## src/rtl/bdasc_pkg.sv

```systemverilog
// ============================================================================
// bdasc_pkg
// Types and constants shared by the binary to decimal ASCII converter.
// ============================================================================
`default_nettype none

package bdasc_pkg;

    // Input value width and the decimal digits it can produce.
    localparam int VALUE_WIDTH = 64;
    localparam int MAX_DIGITS  = 20;

    localparam int BIT_CNT_W   = $clog2(VALUE_WIDTH);
    localparam int DIGIT_IDX_W = $clog2(MAX_DIGITS);
    localparam int COUNT_W     = 5;
    localparam int CHAR_W      = 6;
    localparam int BCD_W       = 4;

    localparam int IN_TDATA_W  = 64;
    localparam int OUT_TDATA_W = 16;

    localparam logic [CHAR_W-1:0] ASCII_ZERO = 6'd48;

    // Commands from the controller to the datapath.
    typedef struct packed {
        logic load;
        logic shift;
        logic count;
        logic emit;
    } bdasc_cmd_t;

    // Status from the datapath to the controller.
    typedef struct packed {
        logic bit_last;
        logic pos_zero;
        logic out_free;
    } bdasc_status_t;

endpackage

`default_nettype wire

```

## src/rtl/binary_to_decimal_ascii.sv

```systemverilog
// Flow: an accepted value is loaded, runs the 64-step bit-serial double dabble
// loop and a count step, then its digits follow one per cycle while the
// output side takes them. A value yields N = 1 to 20 digits; no new value is
// taken until the last digit of the current one is in the output register.
// Reset: rst_n clears the sequencer and output valid; the block is then idle.
// ============================================================================
// binary_to_decimal_ascii
// Converts an unsigned binary value into its decimal ASCII digits, most
// significant first, with leading zeros suppressed.
// ============================================================================
`default_nettype none

module binary_to_decimal_ascii (
    input  wire logic                               clk,
    input  wire logic                               rst_n,
    input  wire logic                               s_axis_tvalid,
    output logic                                    s_axis_tready,
    // tdata: [63:0] value
    input  wire logic [bdasc_pkg::IN_TDATA_W-1:0]   s_axis_tdata,
    output logic                                    m_axis_tvalid,
    input  wire logic                               m_axis_tready,
    // tdata: [5:0] digit_char, [10:6] digit_count, [15:11] zero
    output logic [bdasc_pkg::OUT_TDATA_W-1:0]       m_axis_tdata,
    // tlast: last_digit
    output logic                                    m_axis_tlast
);

    bdasc_pkg::bdasc_cmd_t          cmd;
    bdasc_pkg::bdasc_status_t       status;
    logic [bdasc_pkg::CHAR_W-1:0]   out_char;
    logic [bdasc_pkg::COUNT_W-1:0]  out_count;

    // Sequencer.
    bdasc_ctrl u_ctrl (
        .clk      (clk),
        .rst_n    (rst_n),
        .in_valid (s_axis_tvalid),
        .in_ready (s_axis_tready),
        .status   (status),
        .cmd      (cmd)
    );

    // Conversion datapath and output register.
    bdasc_dpath u_dpath (
        .clk       (clk),
        .rst_n     (rst_n),
        .cmd       (cmd),
        .status    (status),
        .in_value  (s_axis_tdata),
        .out_char  (out_char),
        .out_count (out_count),
        .out_last  (m_axis_tlast),
        .out_valid (m_axis_tvalid),
        .out_ready (m_axis_tready)
    );

    // Pack the output item.
    assign m_axis_tdata = {
        {(bdasc_pkg::OUT_TDATA_W - bdasc_pkg::COUNT_W - bdasc_pkg::CHAR_W){1'b0}},
        out_count,
        out_char
    };

endmodule

`default_nettype wire

```

## src/rtl/bdasc_dpath.sv

```systemverilog
// ============================================================================
// bdasc_dpath
// Double dabble shift register, BCD digit register, digit counter and the
// output register that presents one ASCII digit per item.
// ============================================================================
`default_nettype none

module bdasc_dpath (
    input  wire logic                              clk,
    input  wire logic                              rst_n,
    input  wire bdasc_pkg::bdasc_cmd_t             cmd,
    output bdasc_pkg::bdasc_status_t               status,
    input  wire logic [bdasc_pkg::IN_TDATA_W-1:0]  in_value,
    output logic [bdasc_pkg::CHAR_W-1:0]           out_char,
    output logic [bdasc_pkg::COUNT_W-1:0]          out_count,
    output logic                                   out_last,
    output logic                                   out_valid,
    input  wire logic                              out_ready
);

    logic [bdasc_pkg::VALUE_WIDTH-1:0] shift_reg, shift_next;
    logic [bdasc_pkg::BCD_W-1:0]       bcd_reg  [bdasc_pkg::MAX_DIGITS];
    logic [bdasc_pkg::BCD_W-1:0]       bcd_next [bdasc_pkg::MAX_DIGITS];
    logic [bdasc_pkg::BCD_W-1:0]       bcd_corr [bdasc_pkg::MAX_DIGITS];
    logic [bdasc_pkg::BIT_CNT_W-1:0]   bit_cnt_reg, bit_cnt_next;
    logic [bdasc_pkg::COUNT_W-1:0]     count_reg, count_next;
    logic [bdasc_pkg::COUNT_W-1:0]     found;
    logic [bdasc_pkg::DIGIT_IDX_W-1:0] pos_reg, pos_next;
    logic [bdasc_pkg::CHAR_W-1:0]      char_reg, char_next;
    logic [bdasc_pkg::COUNT_W-1:0]     ocount_reg, ocount_next;
    logic                              last_reg, last_next;
    logic                              valid_reg, valid_next;

    // Add three to every digit of five or more before the shift.
    always_comb
    begin
        for (int k = 0; k < bdasc_pkg::MAX_DIGITS; k++)
        begin
            if (bcd_reg[k] >= 4'd5)
                bcd_corr[k] = bcd_reg[k] + 4'd3;
            else
                bcd_corr[k] = bcd_reg[k];
        end
    end

    // Number of significant digits: position of the highest nonzero digit.
    always_comb
    begin
        found = bdasc_pkg::COUNT_W'(1);
        for (int k = 1; k < bdasc_pkg::MAX_DIGITS; k++)
        begin
            if (bcd_reg[k] != 4'd0)
                found = bdasc_pkg::COUNT_W'(k + 1);
        end
    end

    // Next-state logic of the datapath registers.
    always_comb
    begin
        shift_next   = shift_reg;
        bcd_next     = bcd_reg;
        bit_cnt_next = bit_cnt_reg;
        count_next   = count_reg;
        pos_next     = pos_reg;
        char_next    = char_reg;
        ocount_next  = ocount_reg;
        last_next    = last_reg;
        valid_next   = valid_reg & ~out_ready;

        if (cmd.load)
        begin
            shift_next   = in_value[bdasc_pkg::VALUE_WIDTH-1:0];
            bit_cnt_next = '0;
            for (int k = 0; k < bdasc_pkg::MAX_DIGITS; k++)
                bcd_next[k] = '0;
        end
        else if (cmd.shift)
        begin
            shift_next   = {shift_reg[bdasc_pkg::VALUE_WIDTH-2:0], 1'b0};
            bit_cnt_next = bit_cnt_reg + 1'b1;
            bcd_next[0]  = {bcd_corr[0][2:0], shift_reg[bdasc_pkg::VALUE_WIDTH-1]};
            for (int k = 1; k < bdasc_pkg::MAX_DIGITS; k++)
                bcd_next[k] = {bcd_corr[k][2:0], bcd_corr[k-1][3]};
        end
        else if (cmd.count)
        begin
            count_next = found;
            pos_next   = bdasc_pkg::DIGIT_IDX_W'(found - 1'b1);
        end

        // Load the next digit, most significant first.
        if (cmd.emit)
        begin
            char_next   = bdasc_pkg::ASCII_ZERO + {2'b00, bcd_reg[pos_reg]};
            ocount_next = count_reg;
            last_next   = (pos_reg == '0);
            valid_next  = 1'b1;
            if (pos_reg != '0)
                pos_next = pos_reg - 1'b1;
        end
    end

    // Payload registers.
    always_ff @(posedge clk)
    begin
        shift_reg  <= shift_next;
        bcd_reg    <= bcd_next;
        count_reg  <= count_next;
        pos_reg    <= pos_next;
        char_reg   <= char_next;
        ocount_reg <= ocount_next;
        last_reg   <= last_next;
    end

    // Control registers.
    always_ff @(posedge clk or negedge rst_n)
    begin
        if (!rst_n)
        begin
            bit_cnt_reg <= '0;
            valid_reg   <= 1'b0;
        end
        else
        begin
            bit_cnt_reg <= bit_cnt_next;
            valid_reg   <= valid_next;
        end
    end

    assign status.bit_last = (bit_cnt_reg == bdasc_pkg::BIT_CNT_W'(bdasc_pkg::VALUE_WIDTH - 1));
    assign status.pos_zero = (pos_reg == '0);
    assign status.out_free = ~valid_reg | out_ready;

    assign out_char  = char_reg;
    assign out_count = ocount_reg;
    assign out_last  = last_reg;
    assign out_valid = valid_reg;

endmodule

`default_nettype wire

```

## src/rtl/bdasc_ctrl.sv

```systemverilog
// ============================================================================
// bdasc_ctrl
// Sequencer for load, bit-serial conversion, digit count and digit output.
// ============================================================================
`default_nettype none

module bdasc_ctrl (
    input  wire logic                      clk,
    input  wire logic                      rst_n,
    input  wire logic                      in_valid,
    output logic                           in_ready,
    input  wire bdasc_pkg::bdasc_status_t  status,
    output bdasc_pkg::bdasc_cmd_t          cmd
);

    typedef enum logic [1:0] {
        ST_IDLE,
        ST_CONVERT,
        ST_COUNT,
        ST_EMIT
    } state_t;

    state_t state_reg, state_next;

    // Next state and command decode.
    always_comb
    begin
        state_next = state_reg;
        cmd        = '0;
        in_ready   = 1'b0;
        unique case (state_reg)
            ST_IDLE:
            begin
                in_ready = 1'b1;
                if (in_valid)
                begin
                    cmd.load   = 1'b1;
                    state_next = ST_CONVERT;
                end
            end
            ST_CONVERT:
            begin
                cmd.shift = 1'b1;
                if (status.bit_last)
                    state_next = ST_COUNT;
            end
            ST_COUNT:
            begin
                cmd.count  = 1'b1;
                state_next = ST_EMIT;
            end
            ST_EMIT:
            begin
                if (status.out_free)
                begin
                    cmd.emit = 1'b1;
                    if (status.pos_zero)
                        state_next = ST_IDLE;
                end
            end
            default:
            begin
                state_next = ST_IDLE;
            end
        endcase
    end

    // State register.
    always_ff @(posedge clk or negedge rst_n)
    begin
        if (!rst_n)
            state_reg <= ST_IDLE;
        else
            state_reg <= state_next;
    end

endmodule

`default_nettype wire

```

## config.mk

```make
export PLATFORM = sky130hd
export DESIGN_NAME = binary_to_decimal_ascii
export DESIGN_NICKNAME = d
export VERILOG_FILES = /design/src/rtl/bdasc_pkg.sv /design/src/rtl/binary_to_decimal_ascii.sv /design/src/rtl/bdasc_dpath.sv /design/src/rtl/bdasc_ctrl.sv
export SDC_FILE = /design/constraint.sdc
export NUM_CORES = 1
export LEC_CHECK = 0
export ABC_AREA = 1
export CORE_MARGIN = 1
export CORE_UTILIZATION = 35
export CTS_CLUSTER_SIZE = 16
export DETAILED_ROUTE_END_ITERATION = 10
export DONT_BUFFER_PORTS = 1
export HOLD_SLACK_MARGIN = 0.15
export PLACE_DENSITY = 0.49
export SLEW_MARGIN = 20
export SYNTH_ARGS = -nofsm -noshare
export SYNTH_HDL_FRONTEND = slang
export SYNTH_SLANG_ARGS = --single-unit
```

## constraint.sdc

```tcl
create_clock -name clk -period 5.1 [get_ports clk]
set_input_delay 0 -clock clk [delete_from_list [all_inputs] [get_ports clk]]
set_output_delay 0 -clock clk [all_outputs]
set_load 0.005 [all_outputs]
```

Yosys cells after proc, flatten, opt, wreduce, memory -nomap -nowiden
Index checks and enable logic that the tools add are counted.
{"block": "totals", "reg_bits": 175, "in_bits": 68, "out_inout_bits": 19, "elab_cells": 178}
{"block": "classes", "addsub": 24, "order_cmp": 21, "n_eq_ne": 8, "mux": 64, "bitwise": 7, "n_reduce_logical": 25}
{"operator": "$mux W64", "count": 2}
{"operator": "$mux W4", "count": 29}
{"operator": "$ge A4 B3 Y1 const B", "count": 20}
{"operator": "$add A4 B2 Y4 const B", "count": 19}
{"operator": "$reduce_bool A4 Y1", "count": 19}
{"operator": "$mux W5", "count": 10}
{"operator": "$bmux W4 S5", "count": 1}
{"operator": "$mux W3", "count": 5}
{"operator": "$mux W2", "count": 6}
{"operator": "$mux W6", "count": 2}
{"operator": "$sub A5 B1 Y5 const B", "count": 2}
{"operator": "$mux W1", "count": 8}
{"operator": "$ne A2 B2 Y1 const B", "count": 4}
{"operator": "$pmux W2 S4", "count": 1}
{"operator": "$add A5 B5 Y6 const A", "count": 1}
{"operator": "$add A6 B1 Y6 const B", "count": 1}
{"operator": "$eq A6 B6 Y1 const B", "count": 1}
{"operator": "$ge A6 B6 Y1 const B", "count": 1}
{"operator": "$not A5 Y6", "count": 1}
{"operator": "$logic_not A5 Y1", "count": 1}
{"operator": "$reduce_bool A5 Y1", "count": 1}
{"operator": "$eq A2 B2 Y1 const B", "count": 2}
{"operator": "$not A1 Y1", "count": 4}
{"operator": "$reduce_and A4 Y1", "count": 1}
{"operator": "other kinds (7)", "count": 7}

Logic depth before layout (Yosys ltp)
{"block": "logic_depth", "ltp_word": 26, "depth_mapped": 28, "mapped_depth_nobuf": 28}

Modules after synthesis
Synthesis repeated with hierarchy kept, for this count alone.
{"block": "unflattened", "hier_cells": 1217, "hier_area_um2": 9536.6}
{"module": "bdasc_dpath", "instances": 1, "cells_per_inst": 1182, "area_per_inst_um2": 9281.4}
{"module": "bdasc_ctrl", "instances": 1, "cells_per_inst": 29, "area_per_inst_um2": 214.0}
{"module": "binary_to_decimal_ascii", "instances": 1, "cells_per_inst": 6, "area_per_inst_um2": 41.3}

Worst setup path before layout
No wires, ideal clock.
{"block": "synth_path", "path_type": "register to register", "startpoint": "reg u_ctrl.state_reg[0]", "endpoint": "reg u_dpath.shift_reg[0] (netlist name) (enable)", "arrival_ns": 3.324, "setup_slack_ns": 1.323, "stages_incl_launch_ff": 9, "n_path_buf": 2, "period_less_slack_ns": 3.777, "path_cell_list": "dfrtp_1 inv_1 ha_1 nand2_1 inv_1 nor2_1 inv_1 buf_2 buf_1"}
{"block": "synth_between", "elab_chain_cells": 3, "elab_cells_between_ends": 5}
{"element": "from (decl)", "line_no": "bdasc_ctrl.sv:23", "source": "state_t state_reg, state_next;"}
{"element": "from (signal assigned)", "line_no": "bdasc_ctrl.sv:74", "source": "state_reg <= state_next;"}
{"element": "$eq A2 B1 Y1 / $logic_not A2 Y1 (equally long branches)", "line_no": "bdasc_ctrl.sv:31", "source": "unique case (state_reg)"}
{"element": "$mux W1", "line_no": "bdasc_ctrl.sv:31"}
{"element": "$reduce_bool A2 Y1 (no source line) (*)"}
{"element": "to (signal assigned)", "line_no": "bdasc_dpath.sv:106", "source": "shift_reg <= shift_next;"}
{"element": "to (decl)", "line_no": "bdasc_dpath.sv:21", "source": "logic [bdasc_pkg::VALUE_WIDTH-1:0] shift_reg, shift_next;"}
Mark *: on every way between the ends. The rest lies on a longest branch, timed or not.
A chain may end at the register's enable or synchronous reset.

Worst setup path in the final report
{"block": "layout_path", "startpoint": "reg u_ctrl.state_reg[1]", "endpoint": "reg u_dpath.shift_reg[60] (netlist name) (enable)"}
The elaborated chain is that of the path after synthesis.

==> Flow_metrics.wiki <==
{| class="wikitable"
! Metric !! Value
|-
| FFs w/ async S/R, synth || 5.20%
|-
| Share of total power in the clock network || roughly a fifth
|-
| Flop pwr share || 36.7%
|-
| Sum of negative setup slack || 0 ps
|-
| Vias/cell || roughly 5.0
|-
| Number of unique standard cell types used by synthesis || a little over 40
|-
| Count of flip-flops with a built-in enable after synthesis || just under 80
|-
| Placeable core area || 0.0262 sq mm
|-
| Instance count of the mapped netlist || around 1,200
|-
| Reg2Reg Launch Point || u_ctrl.state_reg[1]
|-
| Final-report hold violation count || 0
|-
| Portion of synthesized cell area occupied by the leading cell type || 25.2%
|-
| Reported net switching power || 0.00282 W
|-
| Overall track demand over capacity in global routing || between 10% and 20%
|-
| Share of the clock period used by the worst path || about 59%
|-
| Vias in the first global route || 7,557
|-
| Transition time of the tightest slew-check pin || approximately 1000 ps
|-
| Startpoint of the worst hold path || m_axis_tready
|-
| Total clock buffers created by CTS || 17
|-
| Layout overhead on the synthesized area || 16.8%
|-
| Clock-pin slew on the worst setup and hold paths || 70 ps
|-
| Failing checks || DRC
|-
| Pre-CTS WS || around 2000 ps
|-
| Biggest fanout along the worst timing path || roughly 80
|-
| Fraction of layout instances using a drive strength above 1 || roughly 5.6%
|-
| Leakage || 4.56 nW
|-
| Number of antenna violations at the first check in global routing || 0
|-
| Max-cap viol count || 0
|-
| Leftover overflow at the end of global routing || 0
|-
| Height of the die || between 150 and 200 microns
|-
| # nets final || roughly 1,300
|-
| Worst setup slack for register-to-register paths || 2070 ps
|-
| Number of clock sinks || ~170
|-
| Count of input and output buffers || 0
|-
| Main area contributors after synthesis || sky130_fd_sc_hd__edfxtp_1 25%, sky130_fd_sc_hd__dfxtp_1 18%, sky130_fd_sc_hd__nand2_1 13%
|-
| Routed length on met2 || between 10,000 and 15,000 microns
|-
| Critical path launch point type || register
|-
| Number of cells traversed by the worst hold path || 4
|-
| TritonCTS clock tree || yes
|-
| Crit end category || register
|-
| Worst-case vdd ir drop || approximately 0.00037 V
|-
| Setup repair after global routing missed its margin || false
|-
| Count of pins on the block boundary || 87
|-
| Area of the die || approximately 0.028 sq mm
|-
| Weighted congestion reported at the end of routability-driven placement || approximately 0.8
|-
| Highest routed metal layer || met4
|-
| Cell depth of the worst flop-to-flop path || 6
|-
| Total number of H-tree levels || 4
|-
| Internal || 0.00382 W
|-
| Netlist area before placement || 0.00941 sq mm
|-
| Maximum buffer depth of the clock tree || 2
|-
| Clock period minus final worst setup slack || about 3000 ps
|-
| Horiz. Die Dim || between 150 and 200 microns
|-
| Met3 WL || approximately 670 microns
|-
| Outcome || finished with violations
|-
| Combinational cell fraction of total power || between 40% and 50%
|-
| Clock insertion delay at the later pin of the skew report || about 430 ps
|-
| FP Rows || 59
|-
| Count of state elements after synthesis || ~170
|-
| Worst Clk Skew || 10.6 ps
|-
| Data arrival time at the worst-slack endpoint || around 3100 ps
|-
| HPWL reported at the end of detailed placement || roughly 15,000 microns
|-
| Detailed Route WL || 24,000 microns
|-
| Setup slack after layout || about 2100 ps
|-
| Cell taking the most area after synthesis || sky130_fd_sc_hd__edfxtp_1
|-
| Post-CTS Setup Inserts || 0
|-
| Final setup vio count || 0
|-
| Sw Share || between 40% and 50%
|-
| Rel. slew slack || around a third
|-
| Per-cell routed wire length || about 15 microns
|-
| Worst setup path class || reg2reg
|-
| Final routed DRC violation total || 5
|-
| Synthesis warning total || 0
|-
| Max FFs per register || 80
|-
| Final max-slew violation count || 0
|-
| Initial detailed-routing violation count || ~560
|-
| Top FF cell, synth || sky130_fd_sc_hd__dfxtp_1
|-
| Kind of path behind the tightest hold check || in2reg
|-
| ANT cells || 0
|-
| Share of the yosys chip area belonging to registers || about 46%
|-
| Router iterations before antenna repair || 7
|-
| Starting density of the core || 35.9%
|-
| Hold Path End || u_dpath.out_valid
|-
| Global-route wire length before repair || around 39,000 microns
|-
| Final ANT Viol Nets || 0
|-
| Post-synthesis average cell area || about 8 sq um
|-
| Max Clk Rate || approximately 330 MHz
|-
| Power density cells || roughly 600 mW/mm^2
|-
| Terminus of the critical flop-to-flop path || u_dpath.shift_reg[60]
|-
| Via count || 7,874
|-
| Required time at the endpoint of the critical path || 5200 ps
|-
| Total routed wire length on the met1 layer || 11,800 microns
|-
| Library cell used as clock root buffer || sky130_fd_sc_hd__clkbuf_16
|-
| Pin count of the biggest net entering global routing || 90
|}
power by group through the flow:
stage	Sequential, W	Combinational [W]	Clock (W)
detailed placement	0.00246	0.00276	0
floorplan	0.00233	0.00210	0
global route	0.00249	0.00320	0.00147
global placement	0.00246	0.00275	0
finish	0.00243	0.00282	0.00138
CTS	0.00243	0.00282	0.00142
synth_stat cells, types with 2 or more instances:
cell                         n
sky130_fd_sc_hd__a31oi_1    13
sky130_fd_sc_hd__nor4_1      2
sky130_fd_sc_hd__edfxtp_1   79
sky130_fd_sc_hd__inv_2      10
sky130_fd_sc_hd__clkinv_1    2
sky130_fd_sc_hd__xor2_1     17
sky130_fd_sc_hd__ha_1       50
sky130_fd_sc_hd__o22ai_1    26
sky130_fd_sc_hd__clkbuf_1   35
sky130_fd_sc_hd__conb_1      2
sky130_fd_sc_hd__buf_4       7
sky130_fd_sc_hd__nor3_2      3
sky130_fd_sc_hd__nor3_1      4
sky130_fd_sc_hd__dfxtp_1    85
sky130_fd_sc_hd__nand3_1    53
sky130_fd_sc_hd__o31ai_1    10
sky130_fd_sc_hd__dfrtp_1     9
sky130_fd_sc_hd__inv_1     142
sky130_fd_sc_hd__nor2_1     49
sky130_fd_sc_hd__o21ai_0   116
sky130_fd_sc_hd__buf_1      11
sky130_fd_sc_hd__o21ai_1     6
sky130_fd_sc_hd__nand2_2     3
sky130_fd_sc_hd__a32o_1     13
sky130_fd_sc_hd__or2_2       4
sky130_fd_sc_hd__a21oi_1    82
sky130_fd_sc_hd__o32ai_1    14
sky130_fd_sc_hd__buf_2       4
sky130_fd_sc_hd__a311oi_1    4
sky130_fd_sc_hd__nor2_2      2
sky130_fd_sc_hd__nand3b_1    5
sky130_fd_sc_hd__nand2_1   314
placed cells by master, fill, tap and decap left out, types with 4 or more instances in the layout:
| cell type | Yosys | routed |
|---|---|---|
| sky130_fd_sc_hd__a21oi_1 | 82 | 82 |
| sky130_fd_sc_hd__a311oi_1 | 4 | 4 |
| sky130_fd_sc_hd__a31oi_1 | 13 | 13 |
| sky130_fd_sc_hd__a32o_1 | 13 | 13 |
| sky130_fd_sc_hd__buf_4 | 7 | 10 |
| sky130_fd_sc_hd__clkbuf_16 | 0 | 17 |
| sky130_fd_sc_hd__clkinv_4 | 0 | 4 |
| sky130_fd_sc_hd__conb_1 | 2 | 7 |
| sky130_fd_sc_hd__dfrtp_1 | 9 | 9 |
| sky130_fd_sc_hd__dfxtp_1 | 85 | 85 |
| sky130_fd_sc_hd__dlygate4sd3_1 | 0 | 68 |
| sky130_fd_sc_hd__edfxtp_1 | 79 | 79 |
| sky130_fd_sc_hd__ha_1 | 50 | 50 |
| sky130_fd_sc_hd__inv_1 | 142 | 140 |
| sky130_fd_sc_hd__inv_2 | 10 | 11 |
| sky130_fd_sc_hd__nand2_1 | 314 | 313 |
| sky130_fd_sc_hd__nand3_1 | 53 | 53 |
| sky130_fd_sc_hd__nand3b_1 | 5 | 5 |
| sky130_fd_sc_hd__nor2_1 | 49 | 48 |
| sky130_fd_sc_hd__nor3_1 | 4 | 4 |
| sky130_fd_sc_hd__o21ai_0 | 116 | 116 |
| sky130_fd_sc_hd__o21ai_1 | 6 | 6 |
| sky130_fd_sc_hd__o22ai_1 | 26 | 26 |
| sky130_fd_sc_hd__o31ai_1 | 10 | 10 |
| sky130_fd_sc_hd__o32ai_1 | 14 | 14 |
| sky130_fd_sc_hd__or2_2 | 4 | 4 |
| sky130_fd_sc_hd__xor2_1 | 17 | 17 |
what timing repair did:
item | CTS | global route
hold buffers | 68 | 0
hold endpoints to repair | 88 | 0
gates resized for setup | 0 | 0
final cells by class:
cell class                      instances  area (sq um)
Inverter                              154           581
Multi-Input combinational cell        806          4320
Sequential cell                       173          4300
Clock buffer                           19           433
Timing Repair Buffer                   78           756
Tap cell                              335           419
Clock inverter                         13           185
Fill cell                            2633         15200
worst max path at each step:
| stage | startpoint | depth (start not counted) | end | slack (ps) |
|---|---|---|---|---|
| global placement | u_ctrl.state_reg[1] | 6 | u_dpath.shift_reg[10] | 2020 |
| CTS | u_ctrl.state_reg[1] | 6 | u_dpath.shift_reg[60] | 1980 |
| floorplan | u_ctrl.state_reg[0] | 8 | u_dpath.shift_reg[0] | 1320 |
| global route | u_dpath.pos_reg[1] | 9 | u_ctrl.state_reg[0] | 1840 |
| detailed placement | u_ctrl.state_reg[1] | 6 | u_dpath.shift_reg[9] | 1990 |
| finish | u_ctrl.state_reg[1] | 6 | u_dpath.shift_reg[60] | 2070 |
critical path, stage by stage, from the launching register on:
cell	delay (ps)
sky130_fd_sc_hd__dfrtp_1	400
sky130_fd_sc_hd__inv_1	100
sky130_fd_sc_hd__ha_1	550
sky130_fd_sc_hd__nor2_1	100
sky130_fd_sc_hd__buf_4	250
sky130_fd_sc_hd__inv_4	760
sky130_fd_sc_hd__buf_4	480
metrics by stage:
step	instance area (sq um)	utilization [%]	hold slack, ps	power, W	std cells
global route	11000	41.9	268	0.00716	1578
detailed placement	9690	37.0	-295	0.00522	1478
CTS	11000	41.9	261	0.00668	1578
global placement	9690	37.0	-295	0.00521	1478
finish	11000	41.9	278	0.00663	1578
floorplan	9430	-	-296	0.00443	1190
layer usage:
layer / vias up / global-route usage, %
met5: - / 0
met4: 0 / 5.24
met3: 26 / 2.98
met2: 147 / 29.3
met1: 3661 / 23.6
li1: 4040 / -
cells by family after synthesis:
group	after synthesis	synth area share, %
DFF	173	45.7
adders and majority gates	50	6.65
xor gates and xnor gates	18	1.68
AOI/OAI and AO/OA	290	18.0
and+or+nand+nor	441	19.2
other	2	0.0798
buffers and inverters	211	8.75
Note: power is estimated with default switching activity, not from simulation.
